File: src/brc_pkg.sv
// shared types and constants for the brace framed command receiver
`timescale 1ns / 1ps

package brc_pkg;

    // frame delimiters and command letters
    localparam logic [7:0] CHAR_OPEN  = 8'h7B;
    localparam logic [7:0] CHAR_CLOSE = 8'h7D;
    localparam logic [7:0] CHAR_S     = 8'h53;
    localparam logic [7:0] CHAR_G     = 8'h47;
    localparam logic [7:0] CHAR_A     = 8'h41;
    localparam logic [7:0] CHAR_M     = 8'h4D;
    localparam logic [7:0] CHAR_E     = 8'h45;

    // meter value after reset
    localparam logic [7:0] METER_RESET = 8'd100;

    // frame kind codes
    localparam logic [2:0] KIND_UNKNOWN = 3'd0;
    localparam logic [2:0] KIND_SENSOR  = 3'd1;
    localparam logic [2:0] KIND_GO      = 3'd2;
    localparam logic [2:0] KIND_ALERT   = 3'd3;
    localparam logic [2:0] KIND_PAYMENT = 3'd4;
    localparam logic [2:0] KIND_END     = 3'd5;

    // decode looks at the command byte and eight bytes after it
    localparam int ALERT_BYTES  = 8;
    localparam int DECODE_BYTES = ALERT_BYTES + 1;

    // one received byte
    typedef logic [7:0] t_rx;

    // one decoded result
    typedef struct packed {
        logic [2:0]  frame_kind;
        logic [7:0]  hunger_level;
        logic [7:0]  happy_level;
        logic [7:0]  thirst_level;
        logic [15:0] money_total;
        logic [63:0] alert_text;
        logic        refresh_flag;
        logic        hash_go_event;
    } t_result;

    // frame collector view handed to the decoder
    typedef struct packed {
        logic                              closing;
        logic [DECODE_BYTES-1:0][7:0]      bytes;
    } t_frame_evt;

endpackage

File: src/brc_stream_if.sv
// valid/ready stream channel with a typed payload
`timescale 1ns / 1ps

interface brc_stream_if #(
    parameter type t_payload = logic [7:0]
);
    logic     valid;
    logic     ready;
    t_payload data;

    modport source (output valid, output data, input ready);
    modport sink   (input valid, input data, output ready);
endinterface

File: src/brc_frame.sv
// frame tracking and byte buffer
`timescale 1ns / 1ps

module brc_frame #(
    parameter int BUFFER_BYTES = 11
) (
    input  logic                i_clk,
    input  logic                i_rst_n,
    input  logic                i_valid,
    input  logic                i_step,
    input  brc_pkg::t_rx        i_byte,
    output brc_pkg::t_frame_evt o_evt
);
    import brc_pkg::*;

    localparam int FILL_W = $clog2(BUFFER_BYTES + 1);

    logic              r_in_frame;
    logic [FILL_W-1:0] r_fill;
    logic [7:0]        r_buf [BUFFER_BYTES];

    // close seen while a frame is open
    always_comb begin
        o_evt.closing = i_valid && r_in_frame && (i_byte == CHAR_CLOSE);
        for (int k = 0; k < DECODE_BYTES; k++) begin
            o_evt.bytes[k] = r_buf[k];
        end
    end

    // frame state and buffer fill, overflow bytes dropped
    always_ff @(posedge i_clk) begin
        if (!i_rst_n) begin
            r_in_frame <= 1'b0;
            r_fill     <= '0;
            for (int i = 0; i < BUFFER_BYTES; i++) begin
                r_buf[i] <= 8'd0;
            end
        end else if (i_step) begin
            if (i_byte == CHAR_OPEN) begin
                r_in_frame <= 1'b1;
                r_fill     <= '0;
            end else if (r_in_frame) begin
                if (i_byte == CHAR_CLOSE) begin
                    r_in_frame <= 1'b0;
                    r_fill     <= '0;
                end else if (r_fill < FILL_W'(BUFFER_BYTES)) begin
                    for (int i = 0; i < BUFFER_BYTES; i++) begin
                        if (r_fill == FILL_W'(i)) begin
                            r_buf[i] <= i_byte;
                        end
                    end
                    r_fill <= r_fill + FILL_W'(1);
                end
            end
        end
    end
endmodule

File: src/brc_decode.sv
// command decode, meter and money stores, result register
`timescale 1ns / 1ps

module brc_decode (
    input  logic                i_clk,
    input  logic                i_rst_n,
    input  logic                i_fire,
    input  brc_pkg::t_frame_evt i_evt,
    brc_stream_if.source        o_res
);
    import brc_pkg::*;

    logic [7:0]  r_hunger, r_happy, r_thirst;
    logic [15:0] r_money;
    logic [63:0] r_alert;
    logic        r_out_valid;
    t_result     r_out;

    logic [7:0]  n_hunger, n_happy, n_thirst;
    logic [15:0] n_money;
    logic [63:0] n_alert;
    t_result     n_out;

    // decode by command byte
    always_comb begin
        n_hunger = r_hunger;
        n_happy  = r_happy;
        n_thirst = r_thirst;
        n_money  = r_money;
        n_alert  = r_alert;
        n_out    = '0;
        unique case (i_evt.bytes[0])
            CHAR_S: begin
                n_out.frame_kind   = KIND_SENSOR;
                n_hunger           = i_evt.bytes[1];
                n_happy            = i_evt.bytes[2];
                n_thirst           = i_evt.bytes[3];
                n_out.refresh_flag = (n_hunger != r_hunger) || (n_happy != r_happy)
                                     || (n_thirst != r_thirst);
            end
            CHAR_G: begin
                n_out.frame_kind = KIND_GO;
                n_money          = {i_evt.bytes[2], i_evt.bytes[3]};
            end
            CHAR_A: begin
                n_out.frame_kind    = KIND_ALERT;
                for (int i = 0; i < ALERT_BYTES; i++) begin
                    n_alert[8*i +: 8] = i_evt.bytes[i+1];
                end
                n_out.hash_go_event = 1'b1;
            end
            CHAR_M: begin
                n_out.frame_kind   = KIND_PAYMENT;
                n_money            = r_money + {i_evt.bytes[1], i_evt.bytes[2]};
                n_out.refresh_flag = 1'b1;
            end
            CHAR_E: begin
                n_out.frame_kind = KIND_END;
            end
            default: begin
                n_out.frame_kind = KIND_UNKNOWN;
            end
        endcase
        n_out.hunger_level = n_hunger;
        n_out.happy_level  = n_happy;
        n_out.thirst_level = n_thirst;
        n_out.money_total  = n_money;
        n_out.alert_text   = n_alert;
    end

    // stores and result register
    always_ff @(posedge i_clk) begin
        if (!i_rst_n) begin
            r_hunger    <= METER_RESET;
            r_happy     <= METER_RESET;
            r_thirst    <= METER_RESET;
            r_money     <= 16'd0;
            r_alert     <= 64'd0;
            r_out_valid <= 1'b0;
        end else if (i_fire) begin
            r_hunger    <= n_hunger;
            r_happy     <= n_happy;
            r_thirst    <= n_thirst;
            r_money     <= n_money;
            r_alert     <= n_alert;
            r_out_valid <= 1'b1;
        end else if (o_res.ready) begin
            r_out_valid <= 1'b0;
        end
    end

    // result payload
    always_ff @(posedge i_clk) begin
        if (i_fire) begin
            r_out <= n_out;
        end
    end

    assign o_res.valid = r_out_valid;
    assign o_res.data  = r_out;
endmodule

File: src/brace_framed_command_receiver.sv
// top level of the brace framed command receiver
`timescale 1ns / 1ps

// Takes one received byte per cycle on i_rx while i_rx.ready is high, and emits one
// result on o_res for each frame closed by '}'. A byte goes first into an input
// register; from there it updates the frame buffer or, for a closing brace, is
// decoded into the result register, which then offers the result. The input
// register is freed every cycle unless it holds a closing brace while the result
// register still holds an untaken result; outside reset, only then does i_rx.ready
// drop. Sustained rate is one byte per cycle while results are taken.
module brace_framed_command_receiver #(
    parameter int BUFFER_BYTES = 11
) (
    input  logic         i_clk,
    input  logic         i_rst_n,
    brc_stream_if.sink   i_rx,
    brc_stream_if.source o_res
);
    import brc_pkg::*;

    logic       r_in_valid;
    t_rx        r_in_byte;
    t_frame_evt frame_evt;
    logic       out_free;
    logic       consume;

    // the held byte moves on unless it closes a frame and the result slot is full
    assign out_free   = !o_res.valid || o_res.ready;
    assign consume    = r_in_valid && (!frame_evt.closing || out_free);
    assign i_rx.ready = i_rst_n && (!r_in_valid || consume);

    // input register
    always_ff @(posedge i_clk) begin
        if (!i_rst_n) begin
            r_in_valid <= 1'b0;
        end else if (i_rx.valid && i_rx.ready) begin
            r_in_valid <= 1'b1;
        end else if (consume) begin
            r_in_valid <= 1'b0;
        end
    end

    always_ff @(posedge i_clk) begin
        if (i_rx.valid && i_rx.ready) begin
            r_in_byte <= i_rx.data;
        end
    end

    // frame collector
    brc_frame #(
        .BUFFER_BYTES(BUFFER_BYTES)
    ) u_frame (
        .i_clk   (i_clk),
        .i_rst_n (i_rst_n),
        .i_valid (r_in_valid),
        .i_step  (consume),
        .i_byte  (r_in_byte),
        .o_evt   (frame_evt)
    );

    // decoder and result register
    brc_decode u_decode (
        .i_clk   (i_clk),
        .i_rst_n (i_rst_n),
        .i_fire  (consume && frame_evt.closing),
        .i_evt   (frame_evt),
        .o_res   (o_res)
    );
endmodule

File: src/flat_wrapper.sv
// flat-port wrapper written by rule: the top's interface ports become plain ports
module brace_framed_command_receiver_flat import brc_pkg::*;
#(
    parameter int BUFFER_BYTES = 11
)
  (i_clk, i_rst_n, i_rx_valid, i_rx_data, i_rx_ready, o_res_valid, o_res_data, o_res_ready);
  brc_stream_if #(.t_payload(t_rx)) i_rx_i ();
  brc_stream_if #(.t_payload(t_result)) o_res_i ();
  input  logic i_clk;
  input  logic i_rst_n;
  input wire logic [$bits(i_rx_i.valid)-1:0] i_rx_valid;
  input wire logic [$bits(i_rx_i.data)-1:0] i_rx_data;
  output wire logic [$bits(i_rx_i.ready)-1:0] i_rx_ready;
  output wire logic [$bits(o_res_i.valid)-1:0] o_res_valid;
  output wire logic [$bits(o_res_i.data)-1:0] o_res_data;
  input wire logic [$bits(o_res_i.ready)-1:0] o_res_ready;
  assign i_rx_i.valid = i_rx_valid;
  assign i_rx_i.data = i_rx_data;
  assign i_rx_ready = i_rx_i.ready;
  assign o_res_valid = o_res_i.valid;
  assign o_res_data = o_res_i.data;
  assign o_res_i.ready = o_res_ready;
  brace_framed_command_receiver #(.BUFFER_BYTES(BUFFER_BYTES)) u_core (.i_clk(i_clk), .i_rst_n(i_rst_n), .i_rx(i_rx_i), .o_res(o_res_i));
endmodule
File: config.mk
export PLATFORM = sky130hd
export DESIGN_NAME = brace_framed_command_receiver_flat
export DESIGN_NICKNAME = d
export VERILOG_FILES = /design/src/brc_pkg.sv /design/src/brc_stream_if.sv /design/src/brc_frame.sv /design/src/brc_decode.sv /design/src/brace_framed_command_receiver.sv /design/src/flat_wrapper.sv
export SDC_FILE = /design/constraint.sdc
export NUM_CORES = 1
export LEC_CHECK = 0
export ABC_AREA = 1
export BUFFER_PORTS_ARGS = -buffer_cell sky130_fd_sc_hd__buf_2
export CAP_MARGIN = 20
export CORE_MARGIN = 5
export CORE_UTILIZATION = 54
export DETAILED_ROUTE_END_ITERATION = 10
export PLACE_DENSITY = 0.78
export SLEW_MARGIN = 20
export SYNTH_ARGS = -nofsm -noshare
export SYNTH_HDL_FRONTEND = slang
export SYNTH_SLANG_ARGS = --single-unit
export TNS_END_PERCENT = 20
File: constraint.sdc
create_clock -name i_clk -period 3.1 [get_ports i_clk]
set_input_delay 0.155 -clock i_clk [delete_from_list [all_inputs] [get_ports i_clk]]
set_output_delay 0.155 -clock i_clk [all_outputs]
set_load 0.02 [all_outputs]
# Word-level counts from Yosys, hierarchy flattened
# Memory sizes are Yosys's and may differ from the RTL's.
# Index checks and enable logic that the tools add are counted.
dict set report classes {
  n_bitwise 11
  n_mux 119
  n_addsub 2
  n_eq_ne 20
  reduce_logical 20
  n_lt_le_gt_ge 1
}
# cell count
set op_table {}
lappend op_table {{$mux 8} 14}
lappend op_table {{$mux 1} 97}
lappend op_table {{$mux 64} 1}
lappend op_table {{$eq 8x7->1 const B} 7}
lappend op_table {{$pmux 16 s2} 1}
lappend op_table {{$ne 8x8->1} 3}
lappend op_table {{$add 16x16->16} 1}
lappend op_table {{$eq 4x3->1 const B} 4}
lappend op_table {{$mux 4} 4}
lappend op_table {{$pmux 3 s5} 1}
lappend op_table {{$eq 4x4->1 const B} 3}
lappend op_table {{$or 1x1->1} 11}
lappend op_table {{$eq 4x2->1 const B} 2}
lappend op_table {{$logic_and 1x1->1} 6}
lappend op_table {{$reduce_bool 2->1} 3}
lappend op_table {{$logic_or 1x1->1} 5}
lappend op_table {{$add 4x1->4 const B} 1}
lappend op_table {{$eq 4x1->1 const B} 1}
lappend op_table {{$logic_not 4->1} 1}
lappend op_table {{$lt 4x4->1 const B} 1}
lappend op_table {{$logic_not 1->1} 3}
lappend op_table {{$reduce_and 3->1} 1}
lappend op_table {{$reduce_bool 3->1} 1}
lappend op_table {{$pmux 1 s2} 1}
dict set report totals {
  wordCells 192
  mem_bits_rw 88
  memories 1
  inputBits 12
  ff_bits 228
  output_inout_bits 111
}
# name words word_bits read_ports rd_ports_with_merged_regs wr line_no
set memory_table {}
lappend memory_table {u_core.u_frame.r_buf 11 8 9 0 11 brc_frame.sv:20} ;# logic [7:0] r_buf [BUFFER_BYTES];

# Logic depth before layout (Yosys ltp)
# Gate-level depths: netlist of the first run.
dict set report depth {
  depth_word 10
  mapped_depth 13
  ltp_nobuf 13
}

# Cells and area by module
# From an unflattened synthesis of the first run, not the netlist that was laid out.
dict set report hier_totals {
  cells_unflattened 1499
  hier_area_um2 13489.2
}
# module area_each_um2 seq_area_each_um2 instances cells_each
set modules_own_cells {}
lappend modules_own_cells {brc_decode 9977.1 5375.2 1 1218}
lappend modules_own_cells {brc_frame 3185.6 2262.2 1 259}
lappend modules_own_cells {brace_framed_command_receiver 326.6 260.2 1 22}

# Worst setup path after synthesis of the first run
# Ideal clock, no wire load.
dict set report synth_timing {
  kind {register to register}
  from {reg u_core.r_in_byte[7]}
  to {reg u_core.u_decode.r_out (netlist bit u_core.u_decode.o_res.data[0]) (enable)}
  t_arrival_ns 2.559
  period_less_slack_ns 2.980
  path_stages_with_launch 8
  setup_slack_ns 0.120
  setup_time_ns 0.422
  required_ns 2.678
  path_buffers 2
  cell_sequence {edfxtp_1 > nor3_2 > nand2_1 > nor2_2 > nand3_2 > inv_2 > buf_4 > buf_2}
}
dict set report synth_between {
  elab_chain_cells 6
}
# item line_no
set synth_lines {}
lappend synth_lines {{start, declared} brace_framed_command_receiver.sv:22} ;# t_rx r_in_byte;
lappend synth_lines {{start signal, assigned} brace_framed_command_receiver.sv:45} ;# r_in_byte <= i_rx.data;
lappend synth_lines {{$eq 8x7->1 (*)} brc_frame.sv:24} ;# o_evt.closing = i_valid && r_in_frame && (i_byte == CHAR_CLOSE);
lappend synth_lines {{$logic_and 1x1->1 (*)} brc_frame.sv:24}
lappend synth_lines {{$logic_not 1->1} brace_framed_command_receiver.sv:29} ;# assign consume = r_in_valid && (!frame_evt.closing || out_free);
lappend synth_lines {{$logic_or 1x1->1} brace_framed_command_receiver.sv:29}
lappend synth_lines {{$logic_and 1x1->1} brace_framed_command_receiver.sv:29}
lappend synth_lines {{$logic_and 1x1->1 (*)} brace_framed_command_receiver.sv:65} ;# .i_fire (consume && frame_evt.closing),
lappend synth_lines {{named net u_core.u_decode.i_fire} brc_decode.sv:7} ;# input logic i_fire,
lappend synth_lines {{end signal, assigned} brc_decode.sv:95} ;# r_out <= n_out;
lappend synth_lines {{end, declared} brc_decode.sv:17} ;# t_result r_out;
# Mark *: on every way through the listed nets, which the timed path passes. The rest lies on a longest branch.
# A chain may end at the register's enable or synchronous reset.

==> run metrics, run 1 <==
outcome complete, no violations; hold crit path type in2reg; Period minus WS final 2.52 ns; Synth area leader edfxtp_1; Seq. cell area 7900 sq um; Area Overhead vs Synth 16.1%; Seq/Total Area, Yosys 0.606; Slew headroom 0.240; Iter 0 DRT Violations 961; area of the multi-input gates 4390 sq um; Post-Synth XOR/XNOR Area 0.0128; IO buf count 122; Total Neg Setup Slack 0 ns; MaxCap Viol Count 0; Crit. End Element flip-flop; adder-cell share of the synthesized area 0.0198; Pleak 0.00689 uW; Worst Slack Setup Final 0.575 ns; syn nets 1513; fmax 0.396 GHz; Worst-path clk slew 0.06 ns; Synth Area in Compound Gates 0.0599; initial antenna violation count 0; Worst Tran Pin Value 1.14 ns; syn avg cell area 8.80 sq um; final setup vio count 0; Seq cells post-synth 300; Num CTS Buffers 30; CTS tree built; PD cells 552 nW/um^2; CP Capture Point u_core.u_decode.r_alert[41]; fin nets 1635; CP max stage delay 0.69 ns; IO Count 123; maximum vdd drop 343 uV; Via density 5.34; via count 10400; Sink Count 300; Final GP Congestion 0.900; Post-synth ARST share 0; total of warnings raised by yosys 0; drt wl/cell 16.0 um; post-synthesis mux area share 0; initial core utilization 0.552; post-route ant nets 0; Final Cycle Share 0.815; first-pass iteration count of the detailed router 6; Register-to-Register Path Depth 9; worst reg2reg startpoint u_core.u_frame.r_buf[0][7]; main combinational cell family by area after synthesis simple AND/OR/NAND/NOR gates; number of global-route vias before repair 9711; die height 165 um; Reg2Reg Setup Slack 0.58 ns; Synth Flop Type edfxtp_1; WP data required 3.56 ns; Hold Fails Final Rpt 0; Critical Path Start u_core.u_frame.r_buf[0][7]; CP Launch Type flip-flop; Max Buffers Root-to-Sink 3; layout cells sized above 1 0.126; Clock Skew 0.0122 ns; WL final 31.1 mm; Core Util, Final 0.641; unrepaired setup endpoints after global routing false; Core Box Area 23600 sq um; first-pass GRT wire length 49.1 mm; row count 56; EDFF count, synth 189; post_cts resized 0; Area contributors post-synth edfxtp_1 (44%), dfxtp_1 (17%), nand2_1 (12%); RR Endpoint u_core.u_decode.r_alert[41]; ant diodes 0; DRC viols 0; Syn Inst Count 1481; Yosys top cell area share 0.435; max-slew violations 0; CP max FO 41; worst slack, placed 0.695 ns; root buf cell clkbuf_16; number of distinct library cells after synthesis 30; CP arrival 2.99 ns; CP Cell Sequence nor2_1 -> nand3_1 -> nor2_1 -> nand3_2 -> inv_2 -> nand2_1 -> nand2_1 -> nor2_1 -> nor2_1; clock latency on the worst-skew pair 0.54 ns; Die X 165 um; largest net degree at the start of global routing 100; most frequent CP cell nor2_1; # fillers 1934; die area 27400 sq um; synthesized area 13000 sq um; Crit-path slowest cell inv_2; GR Overflow Total 0; simple-gate share of the synthesized area 0.243; total track usage 0.225; crit path kind reg2reg; placed wire-length estimate 20.2 mm; H-tree depth 1
## where the power goes
part	switching [uW]	total (uW)	internal [uW]
Clock	1510	3860	2350
Combinational	145	199	54.4
Sequential	38.8	4300	4260
Total	1690	8350	6660
## worst max-delay path, delay by kind of cell, from the launching register on
family | cells | cell delay [ns]
flops | 1 | 0.39
simple gates | 8 | 1.34
buf+inv | 1 | 0.69
## cell usage after synthesis (3+ instances only)
master	count
nor3_1	15
o22ai_1	3
or2_2	7
a21oi_1	25
buf_2	16
xor2_1	4
xnor2_1	15
nand3_1	81
inv_1	122
clkbuf_1	37
nand3b_1	3
nor2_1	261
nand4_1	9
ha_1	19
clkinv_1	7
inv_2	7
dfxtp_1	111
edfxtp_1	189
o21ai_1	19
buf_4	4
o21ai_0	107
nand2_1	409
## metrics by stage
stage	instances	instance area, sq um	power, uW	hold WS (ns)
floorplan	1481	13000	4480	0.254
global placement	1879	14000	4560	0.332
detailed placement	1879	14000	4570	0.333
CTS	1946	15100	8390	0.0955
global route	1946	15100	8600	0.108
finish	1946	15100	8350	0.121
## cells by family after synthesis
group	Yosys count
AND/OR/NAND/NOR	792
flip-flops	300
buffers and inverters	195
AO/OA/AOI/OAI	155
adder cells (fa/ha/maj)	20
XOR/XNOR	19
## worst min path at each step
| stage | end | cells past startpoint | slack [ns] | startpoint |
|---|---|---|---|---|
| global route | u_core.u_decode.r_hunger[6] | 2 | 0.11 | i_rst_n |
| finish | u_core.u_decode.r_hunger[6] | 2 | 0.12 | i_rst_n |
| floorplan | u_core.r_in_byte[0] | 0 | 0.25 | i_rx_data[0] |
| detailed placement | u_core.r_in_byte[5] | 1 | 0.33 | i_rx_data[5] |
| global placement | u_core.r_in_byte[2] | 1 | 0.33 | i_rx_data[2] |
| CTS | u_core.u_decode.r_hunger[5] | 2 | 0.1 | i_rst_n |
## layout by cell type, fill, tap and decap left out, types with 6 or more instances in the layout
cell type	netlist	layout
a21oi_1	25	25
buf_2	16	122
buf_4	4	13
bufinv_16	0	6
clkbuf_16	0	31
clkinv_1	7	9
clkinv_2	0	7
dfxtp_1	111	111
dlygate4sd3_1	0	11
edfxtp_1	189	189
ha_1	19	19
inv_1	122	122
inv_2	7	6
nand2_1	409	409
nand3_1	81	80
nand4_1	9	9
nor2_1	261	261
nor3_1	15	15
o21ai_0	107	107
o21ai_1	19	19
or2_2	7	7
xnor2_1	15	15
## per-layer routing
metal	part of all wire	vias up	GRT usage	routed length [um]
li1	-	5035	-	-
met1	0.43	4838	0.318	13300
met2	0.46	458	0.367	14300
met3	0.089	56	0.0330	2760
met4	0.023	0	0.0626	728
met5	0	-	0	0
## layout make-up
type	instances	share of cell area
multi-input combinational	986	0.290
tap	319	0.0264
inverter	136	0.0340
sequential	300	0.522
clock inverter	19	0.0169
clock buffer	37	0.0534
timing repair buffer	149	0.0580
## state kept, by name (all words and copies together) (netlist names)
signal	flops
u_core.u_decode.o_res.data	109
u_core.u_decode.r_thirst	8
u_core.u_frame.r_in_frame	1
u_core.u_decode.r_alert	64
u_core.u_decode.r_happy	8
u_core.u_decode.r_hunger	8
u_core.u_frame.r_buf	72
u_core.u_frame.r_fill	4
u_core.u_decode.o_res.valid	1
u_core.u_decode.r_money	16
u_core.r_in_byte	8
u_core.r_in_valid	1
## what timing repair did
item | 4_1_cts | 5_1_grt
hold buffers | 11 | 0
endpoints found under the hold margin | 10 | 0
setup buffers | 0 | 0
Power figures use the tool's default switching activity.
==> inputs of run 2 (changes only) <==
- clock period: 3.1 -> 2.1 ns (I/O delays scaled with it)
==> run metrics, run 2 (synthesized netlist as in run 1, its figures left out) <==
final non-filler cell total 1955 (was 1946); drt wl/cell 15.7 um (was 16.0 um); Iter 0 DRT Violations 901 (was 961); hold crit path type in2reg (unchanged); ant diodes 0 (unchanged); MaxCap Viol Count 0 (unchanged); Final Cycle Share 0.985; Slew headroom 0.605 (was 0.240); Reg2Reg Setup Slack 0.04 ns (was 0.58 ns); Register-to-Register Path Depth 8 (was 9); Area Overhead vs Synth 16.9% (was 16.1%); Post-DP Area 14100 sq um (was 14000 sq um); Period minus WS final 2.07 ns; IO buf count 122 (unchanged); Hold Slack 0.0843 ns (was 0.121 ns); outcome complete, no violations (unchanged); largest net degree at the start of global routing 105 (was 100); Hold Fails Final Rpt 0 (unchanged); Via density 5.25 (was 5.34); initial core utilization 0.552 (unchanged); Num CTS Buffers 29 (was 30); CP arrival 1.96 ns (was 2.99 ns); maximum vdd drop 576 uV (was 343 uV); Core Box Area 23600 sq um (unchanged); unrepaired setup endpoints after global routing true (was false); fmax 0.483 GHz; post-route ant nets 0 (unchanged); Worst Tran Pin Value 0.587 ns (was 1.14 ns); most frequent cells in the layout nand2_1 (400), nor2_1 (261), edfxtp_1 (189) (was nand2_1 (409), nor2_1 (261), edfxtp_1 (189)); CP Launch Type flip-flop (unchanged); IO Count 123 (unchanged); Worst Hold Path EP u_core.u_decode.r_happy[2] (was u_core.u_decode.r_hunger[6]); fin nets 1645 (was 1635); Final Cell Area 15200 sq um (was 15100 sq um); root buf cell clkbuf_16 (unchanged); crit path kind reg2out (was reg2reg); first-pass GRT wire length 48.5 mm (was 49.1 mm); Crit. End Element output pin (was flip-flop); max-slew violations 0 (unchanged); row count 56 (unchanged); Placed Cells 1889 (was 1879); CTS tree built (unchanged); Pleak 0.00690 uW (was 0.00689 uW); Max Buffers Root-to-Sink 3 (unchanged); # fillers 1908 (was 1934); placed wire-length estimate 20.1 mm (was 20.2 mm); H-tree depth 1 (unchanged); Design Power 11600 uW (was 8350 uW); commonest non-fill, non-tap cell in the layout nand2_1 (unchanged); Core Util, Final 0.645 (was 0.641); clock latency on the worst-skew pair 0.55 ns (was 0.54 ns); area of the multi-input gates 4470 sq um (was 4390 sq um); Worst-path clk slew 0.06 ns (about the same); number of global-route vias before repair 9629 (was 9711); PD cells 763 nW/um^2 (was 552 nW/um^2); layout cells sized above 1 0.139 (was 0.126); min-delay src i_rst_n (unchanged); worst reg2reg startpoint u_core.u_frame.r_buf[0][7] (unchanged); die height 165 um (unchanged); Seq. cell area 7900 sq um (unchanged); WP data required 2.00 ns (was 3.56 ns); via count 10300 (was 10400); Clock Skew 0.0120 ns (was 0.0122 ns); WHS Path Cells 3 (was 2); CP max FO 3 (was 41); DRC viols 0 (unchanged); final setup vio count 0 (unchanged); Sink Count 300 (unchanged); first-pass iteration count of the detailed router 5 (was 6); Die X 165 um (unchanged); initial antenna violation count 0 (unchanged); Final GP Congestion 0.931 (was 0.900); GR Overflow Total 0 (unchanged); total track usage 0.222 (was 0.225); Largest register FFs 109 (unchanged); RR Endpoint u_core.u_decode.r_alert[17] (was u_core.u_decode.r_alert[41]); WL final 30.6 mm (was 31.1 mm); die area 27400 sq um (unchanged)
[run 2: timing repair]
item	in CTS	in global routing
resized for setup	0	27
endpoints found under the setup margin	0	176
endpoints found under the hold margin	10	0
buffers inserted	0	1
hold buffers	11	0
[run 2: worst max-delay path by stage]
stage,end,start
after floorplan,u_core.u_decode.o_res.data[0],u_core.r_in_byte[7]
after global routing,i_rx_ready,u_core.r_in_byte[1]
final,i_rx_ready,u_core.r_in_byte[7]
after global placement,u_core.u_frame.r_buf[0][11],u_core.r_in_byte[1]
after detailed placement,u_core.r_in_byte[7],u_core.r_in_byte[2]
after CTS,u_core.r_in_byte[0],u_core.r_in_byte[2]
[run 2: layout make-up]
cell class                 instances  share of cell area
sequential                       300               0.518
multi-input combinational        986               0.294
timing repair buffer             160              0.0685
clock buffer                      41              0.0512
inverter                         136              0.0342
tap                              319              0.0262
clock inverter                    13             0.00797
[run 2: where the power goes]
part | internal (uW) | switching, uW | leakage (uW)
registers | 6280 | 45.3 | 0.00285
clock network | 2840 | 2130 | 0.000431
logic | 92.5 | 232 | 0.00361
total | 9210 | 2410 | 0.00690
[run 2: worst max-delay path, stage by stage, from the launching register on]
cell,delay [ns]
edfxtp_1,0.41
nor3_2,0.24
nand2_1,0.13
nor2_2,0.16
nand3_1,0.14
inv_1,0.12
nor2_1,0.05
buf_2,0.17
[run 2: per-layer routing]
| metal | part of all wire | vias to the layer above | track usage | routed length [um] |
|---|---|---|---|---|
| li1 | - | 5064 | - | - |
| met1 | 0.44 | 4756 | 0.317 | 13400 |
| met2 | 0.46 | 387 | 0.352 | 14100 |
| met3 | 0.082 | 48 | 0.0400 | 2500 |
| met4 | 0.020 | 0 | 0.0634 | 616 |
| met5 | 0 | - | 0 | 0 |
[run 2: per-stage QoR]
stage / setup TNS (ns) / setup slack [ns]
2_1_floorplan: 0 / 0.0316
3_3_place_gp: 0 / 0.105
3_5_place_dp: 0 / 0.0385
4_1_cts: 0 / 0.0276
5_1_grt: -0.532 / -0.0937
6_report: 0 / 0.0310
==> inputs of run 3 (changes only) <==
- CTS_CLUSTER_SIZE: default -> 24
- MAX_ROUTING_LAYER: default -> met4
==> run metrics, run 3 (synthesized netlist as in run 1, its figures left out) <==
initial core utilization 0.552 (unchanged); Hold Fails Final Rpt 0 (unchanged); Final Cycle Share 0.975 (was 0.985); placed wire-length estimate 20.2 mm (was 20.1 mm); largest net degree at the start of global routing 72 (was 105); post-route ant nets 0 (unchanged); Final GP Congestion 0.922 (was 0.931); Reg2Reg Setup Slack 0.11 ns (was 0.04 ns); grt peak-use layer met2 (unchanged); RR Endpoint u_core.u_decode.o_res.data[73] (was u_core.u_decode.r_alert[17]); H-tree depth 1 (unchanged); Pleak 0.00693 uW (was 0.00690 uW); IO Count 123 (unchanged); commonest non-fill, non-tap cell in the layout nand2_1 (unchanged); ant diodes 0 (unchanged); Area Overhead vs Synth 17.3% (was 16.9%); WP data required 2.00 ns (about the same); max-slew violations 0 (unchanged); IO buf count 122 (unchanged); unrepaired setup endpoints after global routing true (unchanged); Sink Count 300 (unchanged); first-pass iteration count of the detailed router 8 (was 5); drt wl/cell 15.7 um (about the same); Register-to-Register Path Depth 7 (was 8); Worst-path clk slew 0.06 ns (about the same); first-pass GRT wire length 48.8 mm (was 48.5 mm); fin nets 1649 (was 1645); CP Launch Type flip-flop (unchanged); PD cells 776 nW/um^2 (was 763 nW/um^2); met3 GRT Util 0.0350 (was 0.0400); CP arrival 1.94 ns (was 1.96 ns); maximum vdd drop 599 uV (was 576 uV); Crit. End Element output pin (unchanged); crit path kind reg2out (unchanged); initial antenna violation count 0 (unchanged); M1 GR Usage 0.324 (was 0.317); Worst Hold Path EP u_core.r_in_byte[4] (was u_core.u_decode.r_happy[2]); die height 165 um (unchanged); layout cells sized above 1 0.145 (was 0.139); MaxCap Viol Count 0 (unchanged); clock latency on the worst-skew pair 0.54 ns (was 0.55 ns); Num CTS Buffers 29 (unchanged); GR Overflow Total 0 (unchanged); outcome complete, no violations (unchanged); root buf cell clkbuf_16 (unchanged); Design Power 11900 uW (was 11600 uW); Crit-path slowest cell edfxtp_1 (unchanged); total track usage 0.228 (was 0.222); Via density 5.26 (was 5.25); die area 27400 sq um (unchanged); Period minus WS final 2.05 ns (was 2.07 ns); via count 10300 (about the same); min-delay src i_rst_n (unchanged); fmax 0.488 GHz (was 0.483 GHz); final setup vio count 0 (unchanged); CP Cell Sequence nor3_2 -> nand2_2 -> nor2_4 -> nand3_1 -> inv_1 -> nor2_1 -> buf_2 (was nor3_2 -> nand2_1 -> nor2_2 -> nand3_1 -> inv_1 -> nor2_1 -> buf_2); WL final 30.8 mm (was 30.6 mm); CTS tree built (unchanged); CP max FO 3 (unchanged); most frequent cells in the layout nand2_1 (400), nor2_1 (259), edfxtp_1 (189) (was nand2_1 (400), nor2_1 (261), edfxtp_1 (189)); M2 GR Usage 0.348 (was 0.352); Die X 165 um (unchanged); Clock Skew 0.0178 ns (was 0.0120 ns); Largest register FFs 109 (unchanged); Core Util, Final 0.648 (was 0.645); row count 56 (unchanged); WHS Path Cells 3 (unchanged); number of global-route vias before repair 9680 (was 9629); Iter 0 DRT Violations 892 (was 901); worst reg2reg startpoint u_core.u_frame.r_buf[0][18] (was u_core.u_frame.r_buf[0][7]); CP max stage delay 0.41 ns (about the same); DRC viols 0 (unchanged); Core Box Area 23600 sq um (unchanged); Max Buffers Root-to-Sink 3 (unchanged); Slew headroom 0.463 (was 0.605); hold crit path type in2reg (unchanged); Worst Tran Pin Value 0.805 ns (was 0.587 ns)
## run 3: metal layers
metal | routed length (um) | part of all wire | up-vias
met3 | 2680 | 0.087 | 60
li1 | - | - | 5073
met4 | 719 | 0.023 | 0
met5 | 0 | 0 | -
met1 | 13300 | 0.43 | 4761
met2 | 14000 | 0.46 | 406
## run 3: power by group
| group | total [uW] | internal (uW) | switching, uW |
|---|---|---|---|
| registers | 6330 | 6280 | 45.4 |
| clock network | 5210 | 3020 | 2180 |
| logic | 328 | 93.4 | 235 |
| total | 11900 | 9400 | 2460 |
## run 3: critical path, delay by kind of cell (launching register included)
kind / cells / cell delay [ns]
flip-flops: 1 / 0.41
buffers and inverters: 2 / 0.31
AND/OR/NAND/NOR: 5 / 0.68
## run 3: area by class of cell
cell class                      instances  area (sq um)
Sequential cell                       300          7900
Inverter                              136           518
Clock buffer                           33           741
Tap cell                              319           399
Clock inverter                         20           211
Multi-Input combinational cell        986          4480
Fill cell                            1871          8320
Timing Repair Buffer                  164          1040
## run 3: worst max path at each step
stage | from | end | depth (start not counted)
floorplan | u_core.r_in_byte[7] | u_core.u_decode.o_res.data[0] | 7
global placement | u_core.r_in_byte[7] | u_core.u_frame.r_buf[0][11] | 8
detailed placement | u_core.r_in_byte[2] | u_core.r_in_byte[7] | 7
CTS | u_core.r_in_byte[2] | u_core.r_in_byte[1] | 7
global route | u_core.r_in_byte[7] | i_rx_ready | 7
finish | u_core.r_in_byte[7] | i_rx_ready | 7
## run 3: through the flow
| step | worst slack, ns | cells | hold slack (ns) | TNS, ns | cell area, sq um |
|---|---|---|---|---|---|
| 3_3_place_gp | 0.116 | 1892 | 0.287 | 0 | 14100 |
| 5_1_grt | -0.0806 | 1958 | 0.138 | -0.174 | 15300 |
| 4_1_cts | -0.0108 | 1956 | 0.181 | -0.0415 | 15200 |
| 2_1_floorplan | 0.0316 | 1481 | 0.204 | 0 | 13000 |
| 6_report | 0.0526 | 1958 | 0.133 | 0 | 15300 |
| 3_5_place_dp | 0.00999 | 1892 | 0.283 | 0 | 14100 |
## run 3: what timing repair did
item / 4_1_cts / 5_1_grt
hold buffers: 11 / 0
hold endpoints to repair: 10 / 0
buffers inserted: 0 / 2
endpoints found under the setup margin: 17 / 260
pin swaps: 0 / 2
gates resized for setup: 1 / 27
